===== src/rtl/ldpm_fifo.sv =====
// Small flop-based queue used between front and back and on the result side.
// Depends on nothing but its parameters.
module ldpm_fifo #(
	parameter int Width = 8,
	parameter int Depth = 4
) (
	input  logic             clk,
	input  logic             arst_n,
	input  logic             push,
	input  logic [Width-1:0] wr_data,
	output logic             full,
	input  logic             pop,
	output logic [Width-1:0] rd_data,
	output logic             empty
);
	localparam int PtrW = (Depth > 1) ? $clog2(Depth) : 1;
	localparam int CntW = $clog2(Depth + 1);
	localparam logic [PtrW-1:0] LastPtr = PtrW'(Depth - 1);

	logic [Width-1:0] mem_q [Depth];
	logic [PtrW-1:0]  wr_ptr_q, rd_ptr_q;
	logic [CntW-1:0]  count_q;
	logic             do_push, do_pop;

	assign full    = (count_q == CntW'(Depth));
	assign empty   = (count_q == '0);
	assign do_push = push && !full;
	assign do_pop  = pop && !empty;
	assign rd_data = mem_q[rd_ptr_q];

	always_ff @(posedge clk or negedge arst_n) begin
		if (!arst_n) begin
			wr_ptr_q <= '0;
			rd_ptr_q <= '0;
			count_q  <= '0;
		end else begin
			if (do_push) begin
				wr_ptr_q <= (wr_ptr_q == LastPtr) ? '0 : wr_ptr_q + 1'b1;
			end
			if (do_pop) begin
				rd_ptr_q <= (rd_ptr_q == LastPtr) ? '0 : rd_ptr_q + 1'b1;
			end
			unique case ({do_push, do_pop})
				2'b10:   count_q <= count_q + 1'b1;
				2'b01:   count_q <= count_q - 1'b1;
				default: count_q <= count_q;
			endcase
		end
	end

	always_ff @(posedge clk) begin
		if (do_push) begin
			mem_q[wr_ptr_q] <= wr_data;
		end
	end

endmodule


===== config.mk =====
export PLATFORM = sky130hd
export DESIGN_NAME = ldpm_fifo
export DESIGN_NICKNAME = d
export VERILOG_FILES = /design/src/rtl/ldpm_fifo.sv
export SDC_FILE = /design/constraint.sdc
export NUM_CORES = 1
export LEC_CHECK = 0
export ABC_AREA = 1
export BUFFER_PORTS_ARGS = -buffer_cell sky130_fd_sc_hd__buf_2
export CAP_MARGIN = 30
export CORE_UTILIZATION = 50
export DETAILED_ROUTE_END_ITERATION = 10
export HOLD_SLACK_MARGIN = 0.03
export MAX_ROUTING_LAYER = met4
export PLACE_DENSITY = 0.79
export SYNTH_ARGS = -nofsm -noshare
export SYNTH_HDL_FRONTEND = slang
export SYNTH_SLANG_ARGS = --single-unit

===== constraint.sdc =====
create_clock -name clk -period 2.4 [get_ports clk]
set_clock_uncertainty 0.15 [all_clocks]
set_input_delay 0.24 -clock clk [delete_from_list [all_inputs] [get_ports clk]]
set_output_delay 0.24 -clock clk [all_outputs]
set_load 0.01 [all_outputs]

==> results.tsv <==
metric	value	unit
largest net degree at the start of global routing	36	
Die W	61.6	um
crit start category	flip-flop	
# H-tree levels	2	
P&R area growth vs syn	16.4	%
synth warn	0	
Buffers on Ports	21	
vias per cell	4.93	
Worst-Skew Late Latency	330	ps
share of cells above drive strength 1	0.188	
Synth Area in Compound Gates	0.0733	
PnR Total Power	2.25	mW
post-synthesis mux area share	0	
post-CTS sizing	0	
CP Capture Type	output port	
mean post-synth cell area	11.5	sq um
Antenna Nets Post-Route	0	
Post-route DRC	0	
CP Class	flip-flop to output port	
Rows	21	
Arr. time, crit path	1630	ps
register area share after synthesis	0.640	
Core Area	0.00336	sq mm
via count	1174	
number of global-route vias before repair	1188	
Period Utilization, post-route	0.841	
simple-gate portion of the synthesized area	0.128	
ant diodes	0	
Max IR drop VDD	0.604	mV
post-place setup slack	417	ps
worst hold path depth	3	
r2r worst-path depth	10	
Final Util	0.614	
status	finished, final reports clean	
total track usage	0.203	
fin nets	211	
final setup fails	0	
antenna violations before repair	0	
Hold Path End	wr_ptr_q[1]	
ys async rst share	0.179	
Synth Flop Type	edfxtp_1	
number of DRC markers in iteration 0	35	
Final Hold Fails	0	
Max stage delay on crit path	620	ps
gpl congestion	0.743	
P_leak	0.933	nW
drt wl/cell	13.7	um
critical path peak fanout	11	
I/O Pins	22	
Final Max Tran Viols	0	
Slew headroom	0.712	
Final Instance Area	0.00206	sq mm
largest family of logic cells by synthesized area	simple AND/OR/NAND/NOR gates	
xor/xnor cell area share of the yosys netlist	0.00494	
Max-Cap Viols	0	
Max Freq	495	MHz
Synth cell types	16	
CP max-delay cell	dfrtp_1	
full die area	0.00379	sq mm
Die Span Y	61.6	um
most frequent cells in the layout	38 x nand2_1, 32 x inv_1, 32 x edfxtp_1, 21 x buf_2, 15 x o211ai_1	
minimum clock period	2020	ps
CP Data Required Time	2010	ps
CTS root buffer	clkbuf_4	
first-pass GRT wire length	4.95	mm
TritonCTS buffer count	5	
clk sinks	39	
TritonRoute pass-1 iters	4	
Total Routed Length	3.27	mm
Clock Path Buffers	2	
fin worst setup slack	381	ps
Adder-Cell Fraction of Synth Area	0.0536	
Clock Pin Slew Worst Setup and Hold Paths	100	ps
worst min path class	input pin to flip-flop	
post-synth design cell area	0.00177	sq mm
number of synthesized register bits	39	
critical-path cell list	inv_1 -> o211ai_1 -> nand2_1 -> buf_2	
placed cell area	0.00192	sq mm
most common cell after layout, fill and taps aside	nand2_1	
CTS tree	done	
post-DP HPWL	2.23	mm
worst reg2reg setup slack	400	ps
PwrDens	1090	mW/mm^2
Post-Synthesis Cells	154	
post-synthesis net count	173	
Post-synth EDFFs	32	
Setup TNS	0	ps
starting density of the core	0.528	
GRT Residual Overflow	0	
Hold Crit Start	push	
Slew @ Worst Pin	431	ps
RSZ-0062 raised after global routing	no	
FF-to-FF End	count_q[2]	
reg2reg start	count_q[1]	
## worst max-delay path, delay by kind of cell (launching register included)
family | cells | cell delay [ps]
AO/OA/AOI/OAI | 1 | 160
buffers and inverters | 2 | 410
AND/OR/NAND/NOR | 1 | 90
flip-flops | 1 | 620
## cells by family after synthesis
kind of cell	after synthesis
AO/OA/AOI/OAI	17
adder cells (fa/ha/maj)	7
buffers and inverters	37
flip-flops	39
AND/OR/NAND/NOR	53
XOR/XNOR	1
## metal layers
metal / wire [um] / share of wire / global-route usage
met2: 1730 / 0.53 / 0.359
met4: 88 / 0.027 / 0.130
met3: 159 / 0.049 / 0.0546
met5: 0 / 0 / -
met1: 1290 / 0.39 / 0.192
## layout make-up
cell class	count	area, sq um
timing repair buffer	36	243
inverter	32	120
tap	46	57.6
sequential	39	1140
fill	280	1300
clock inverter	2	8.76
multi-input combinational	78	462
clock buffer	5	37.5
## power breakdown
part	total (mW)	switching, mW	internal, mW	leakage (nW)
combinational	0.942	0.585	0.358	0.526
clock	0.302	0.199	0.104	0.0285
sequential	1.00	0.0962	0.907	0.378
## worst max-delay path by stage
stage | endpoint | from | slack (ps)
floorplan | count_q[2] | count_q[0] | 590
global placement | count_q[2] | count_q[0] | 530
detailed placement | count_q[2] | count_q[1] | 420
CTS | rd_data[4] | rd_ptr_q[1] | 350
global route | rd_data[7] | rd_ptr_q[1] | 240
finish | rd_data[4] | rd_ptr_q[1] | 380
## Yosys cell counts (2+ instances only)
library cell / count / area (sq um)
nand2_1: 38 / 143
inv_1: 32 / 120
nand3_2: 2 / 20.0
dfrtp_1: 7 / 175
edfxtp_1: 32 / 961
ha_1: 6 / 75.1
nor2_1: 6 / 22.5
o211ai_1: 15 / 113
nand3_1: 5 / 25.0
buf_6: 5 / 56.3
## metrics by stage
step	hold WS (ps)	std cells
after detailed placement	-67.3	221
after global routing	66.0	238
after floorplan	-206	154
final	51.0	238
after global placement	-71.2	221
after CTS	31.4	238
## flip-flops by register name (all words and copies together) (netlist names)
name / count
rd_ptr_q: 2
wr_ptr_q: 2
mem_q: 32
count_q: 3
## what timing repair did
| action | CTS | global route |
|---|---|---|
| hold buffers | 10 | 0 |
| buffers inserted | 0 | 0 |
| hold endpoints to repair | 41 | 0 |
(Power assumes the default switching activity.)
