**config.mk**
```make
export PLATFORM = sky130hd
export DESIGN_NAME = ldpm_front
export DESIGN_NICKNAME = d
export VERILOG_FILES = /design/src/rtl/ldpm_pkg.sv /design/src/rtl/ldpm_front.sv
export SDC_FILE = /design/constraint.sdc
export NUM_CORES = 1
export LEC_CHECK = 0
export BUFFER_PORTS_ARGS = -buffer_cell sky130_fd_sc_hd__buf_2
export CAP_MARGIN = 20
export CORE_AREA = 2 2 131 133
export DETAILED_ROUTE_END_ITERATION = 8
export DIE_AREA = 0 0 133 135
export SLEW_MARGIN = 0
export SYNTH_ARGS = -nofsm -noshare
export SYNTH_HDL_FRONTEND = slang
export SYNTH_SLANG_ARGS = --single-unit
```
**constraint.sdc**
```tcl
create_clock -name vclk -period 6.8
set_input_delay 0.68 -clock vclk [all_inputs]
set_output_delay 0.68 -clock vclk [all_outputs]
set_load 0.02 [all_outputs]
```
**src/rtl/ldpm_pkg.sv**
```systemverilog
// Shared types, constants and helper functions for the lens distortion point map.
// No dependencies; every other file in rtl/ except ldpm_fifo imports this package.
package ldpm_pkg;

	localparam int PIX_W      = 16;
	localparam int CFG_F_W    = 24;
	localparam int COEF_W     = 32;
	localparam int OUT_W      = 20;
	localparam int NORM_BITS  = 32;
	localparam int TERM_W     = 48;
	localparam int LDPM_QUEUE_DEPTH = 4;

	// Divider: one input register, one stage per quotient bit, one saturation register.
	localparam int DIV_LATENCY     = NORM_BITS + 2;
	localparam int POST_DIV_STAGES = 15;
	localparam int BACK_LATENCY    = DIV_LATENCY + POST_DIV_STAGES;

	localparam logic signed [TERM_W-1:0] RAD_ONE = TERM_W'(64'd1073741824);

	typedef enum logic [2:0] {
		REG_FOCAL_X, REG_FOCAL_Y, REG_CENTER_X, REG_CENTER_Y,
		REG_RADIAL_K1, REG_RADIAL_K2, REG_RADIAL_K3, REG_TANGENTIAL_PAIR
	} ldpm_reg_t;

	typedef struct packed {
		logic [PIX_W-1:0] pixel_x;
		logic [PIX_W-1:0] pixel_y;
	} ldpm_item_t;

	typedef struct packed {
		logic signed [OUT_W-1:0] mapped_x;
		logic signed [OUT_W-1:0] mapped_y;
		logic                    clipped;
	} ldpm_result_t;

	typedef struct packed {
		logic [CFG_F_W-1:0]       focal_x;
		logic [CFG_F_W-1:0]       focal_y;
		logic [CFG_F_W-1:0]       center_x;
		logic [CFG_F_W-1:0]       center_y;
		logic signed [COEF_W-1:0] k1;
		logic signed [COEF_W-1:0] k2;
		logic signed [COEF_W-1:0] k3;
		logic signed [COEF_W-1:0] p1;
		logic signed [COEF_W-1:0] p2;
	} ldpm_cfg_t;

	// Classified offset from the principal point, one axis.
	typedef struct packed {
		logic [CFG_F_W-1:0] mag;
		logic               neg;
		logic               ovf;
		logic               zero;
	} ldpm_req_t;

	localparam ldpm_cfg_t CFG_RESET = '{
		focal_x:  24'd1254175,
		focal_y:  24'd1254175,
		center_x: 24'd1339666,
		center_y: 24'd824205,
		k1: '0, k2: '0, k3: '0, p1: '0, p2: '0
	};

	function automatic logic [31:0] mag32(input logic signed [31:0] v);
		logic [31:0] r;
		r = v[31] ? 32'(-v) : 32'(v);
		return r;
	endfunction

	function automatic logic [TERM_W-1:0] mag_term(input logic signed [TERM_W-1:0] v);
		logic [TERM_W-1:0] r;
		r = v[TERM_W-1] ? TERM_W'(-v) : TERM_W'(v);
		return r;
	endfunction

	function automatic logic signed [TERM_W-1:0] apply_sign(input logic neg,
			input logic [TERM_W-2:0] m);
		logic signed [TERM_W-1:0] p;
		p = signed'({1'b0, m});
		return neg ? -p : p;
	endfunction

endpackage

```
**src/rtl/ldpm_front.sv**
```systemverilog
// Front classifier: offset of each coordinate from the principal point, its sign,
// and early zero and quotient-overflow flags. Depends on ldpm_pkg.
module ldpm_front (
	input  ldpm_pkg::ldpm_item_t item,
	input  ldpm_pkg::ldpm_cfg_t  cfg,
	output ldpm_pkg::ldpm_req_t  req_x,
	output ldpm_pkg::ldpm_req_t  req_y
);
	import ldpm_pkg::*;

	logic [CFG_F_W:0]   dt_x, dt_y, ndt_x, ndt_y;
	logic [CFG_F_W-1:0] mag_x, mag_y;

	// Pixel Q12.4 lifted to Q.12 minus the centre.
	assign dt_x  = {1'b0, item.pixel_x, 8'b0} - {1'b0, cfg.center_x};
	assign dt_y  = {1'b0, item.pixel_y, 8'b0} - {1'b0, cfg.center_y};
	assign ndt_x = -dt_x;
	assign ndt_y = -dt_y;
	assign mag_x = dt_x[CFG_F_W] ? ndt_x[CFG_F_W-1:0] : dt_x[CFG_F_W-1:0];
	assign mag_y = dt_y[CFG_F_W] ? ndt_y[CFG_F_W-1:0] : dt_y[CFG_F_W-1:0];

	// Quotient needs more than 32 bits when mag >= 4 * focal.
	assign req_x.mag  = mag_x;
	assign req_x.neg  = dt_x[CFG_F_W];
	assign req_x.ovf  = ({2'b00, mag_x} >= {cfg.focal_x, 2'b00});
	assign req_x.zero = (mag_x == '0);
	assign req_y.mag  = mag_y;
	assign req_y.neg  = dt_y[CFG_F_W];
	assign req_y.ovf  = ({2'b00, mag_y} >= {cfg.focal_y, 2'b00});
	assign req_y.zero = (mag_y == '0);

endmodule

```
==> flow_summary.yaml <==
die:
  ios: 342
  coreArea_um2: 16410
  start_util: 0.3134
  die_area_um2: 17960
  die_h_um: 135
  rows: 47
  die_w_um: 133
yosys:
  avgSynthCellArea_um2: 6.694
  syn_inst: 768
  yosysSeqAreaShare: 0
  synth_top_area_cell: "ha_1"
  synth_top_area_share: 0.1947
  synth_cell_type_count: 71
  syn_nets: 1136
  syn_area_um2: 5141
  synth_most_common_cell: "inv_1"
  yosys-top-cells-area: "ha_1 19%, xnor2_1 8.7%, inv_1 7.2%"
  yosys-top-cells-count: "98 x inv_1, 80 x ha_1, 56 x nand2_1"
  ys_warn_count: 0
pwr:
  p_int_mw: 0.3407
  p_leak_nw: 3.090
  irDropWorstVdd_v: 0.00007353
  total_power_mw: 0.9024
  p_per_area_nw_per_um2: 143.4
  swShare: 0.6224
  p_switching_mw: 0.5616
  clkPwrFrac: 0
  combPwrFrac: 1.000
  seq_power_share: 0
route:
  wirelength_um: 16770
  drt-initial-drc-count: 400
  remaining_drc_errors: 0
  drtPass1Iterations: 4
  final_antenna_net_count: 0
  vias_per_cell: 5.300
  vias: 6121
  wl_per_cell_um: 14.52
finish:
  layout-drive-gt1-share: 0.2246
  multiInputGateArea_um2: 4634
  final_cells: 1155
  fillers: 1790
  nFlopsAndLatches: 0
  area_growth_pct: 22.41
  regArea_um2: 0
  final_nets: 1305
  antennaDiodeCount: 0
  clock_buffers: 0
  final_core_util: 0.3836
placement:
  port_buffers: 182
  dp_hpwl_um: 14750
  place.gp.congestion: 0.9043
  dp_cells: 1155
critical_path:
  required_ns: 6.12
  start_kind: "primary input"
  worst-setup-path-type: "primary input to output port"
  crit_arrival_ns: 5.34
  path_max_fanout: 10
  crit_path_end_kind: "output port"
global_routing:
  grt_pass1_wl_um: 26820
  grt_max_degree: 13
  grt_usage: 0.1782
  antenna_found_initial: 0
  grt_pass1_vias: 5549
  grt-ovfl-total: 0
clock_network:
  cts_resized: 0
  post-cts-setup-buffer-count: 0
  hold_buffers: 0
sta:
  slew_headroom: 0.4457
  min_period_over_period: 0.8853
  hold_viol_final: 0
  holdWs_ns: 1.653
  fin_crit_ns: 6.020
  max_freq_ghz: 0.1661
  setup_violations: 0
  fin_setup_tns_ns: 0
  rsz0062_at_grt: "no"
  tightestPinTransition_ns: 0.8239
  maxSlewViolCount: 0
min_path:
  holdCritPathClass: "primary input to output port"
status:
  outcome: "finished clean"
run:
  maxCapViolCount: 0
[routing by layer]
metal | routed length, µm | part of all wire | track usage | vias up
met2 | 7597 | 0.45 | 0.3135 | 226
met3 | 1335 | 0.080 | 0.02327 | 12
li1 | - | - | - | 3158
met5 | 0 | 0 | 0 | -
met4 | 180 | 0.011 | 0.01852 | 0
met1 | 7660 | 0.46 | 0.2401 | 2725
[power groups by stage]
stage | clock network (mW) | logic (mW) | registers (mW)
floorplan | 0 | 0.618 | 0
global placement | 0 | 0.892 | 0
detailed placement | 0 | 0.897 | 0
CTS | 0 | 0.901 | 0
global route | 0 | 1.00 | 0
finish | 0 | 0.902 | 0
[worst paths after layout]
check	from	end	slack [ns]	cells past startpoint
worst max-delay path	cfg[160]	req_y[1]	0.78	21
worst min-delay path	cfg[184]	req_x[3]	1.65	2
[kinds of logic after synthesis]
kind of cell | after synthesis | synth area share
adder cells (fa/ha/maj) | 80 | 0.1947
buffers and inverters | 128 | 0.09856
AO/OA/AOI/OAI | 221 | 0.2930
XOR/XNOR | 79 | 0.1346
multiplexers | 4 | 0.007788
AND/OR/NAND/NOR | 256 | 0.2714
[cell type report]
| cell class | count | share of cell area |
|---|---|---|
| inverters | 100 | 0.05964 |
| multi-input cells | 640 | 0.7364 |
| well taps | 220 | 0.04374 |
| repair buffers | 195 | 0.1602 |
[placed cells by master (no fill, tap or decap), types with 3 or more instances in the layout]
cell type / n
buf_2: 182
inv_1: 98
ha_1: 80
nand2_1: 56
a21oi_1: 55
xnor2_1: 51
nor2_1: 44
o21ai_0: 29
xor2_1: 28
nor3_1: 25
a211oi_1: 19
nand4_1: 18
nor4_1: 16
o21a_1: 14
nor2b_1: 13
and2_1: 13
a21o_1: 13
nand3_1: 13
buf_4: 13
nand2b_1: 11
o21ai_1: 10
a31oi_1: 9
and4_1: 8
o211ai_1: 8
a211o_1: 7
or4_1: 7
a2111oi_0: 7
and3_1: 6
or3_1: 6
o2111ai_1: 5
o21bai_1: 4
a41oi_1: 4
o31ai_1: 4
mux2i_1: 4
o21ba_2: 3
a221oi_1: 3
a22oi_1: 3
[critical path, stage by stage]
cell and delay (ns):
buf_2 0.18, inv_1 0.08, ha_1 0.23, buf_4 0.18, or2_2 0.30, a2111oi_0 0.60
o22ai_1 0.33, nor3_1 0.34, and4b_1 0.38, a31oi_1 0.13, xnor2_1 0.39, ha_1 0.33
a21o_1 0.17, a21oi_1 0.14, nor2b_1 0.05, o21ai_0 0.14, nand2b_1 0.07, a21oi_1 0.15
nor3_1 0.06, a31o_2 0.23, buf_2 0.17
[per-stage QoR]
| step | setup WS (ns) | area, µm² |
|---|---|---|
| after floorplan | 0.8493 | 5141 |
| after global placement | 0.8234 | 6294 |
| after detailed placement | 0.8576 | 6294 |
| after CTS | 0.8535 | 6294 |
| after global routing | 0.4239 | 6294 |
| final | 0.7800 | 6294 |
Power figures use the tool's default switching activity.
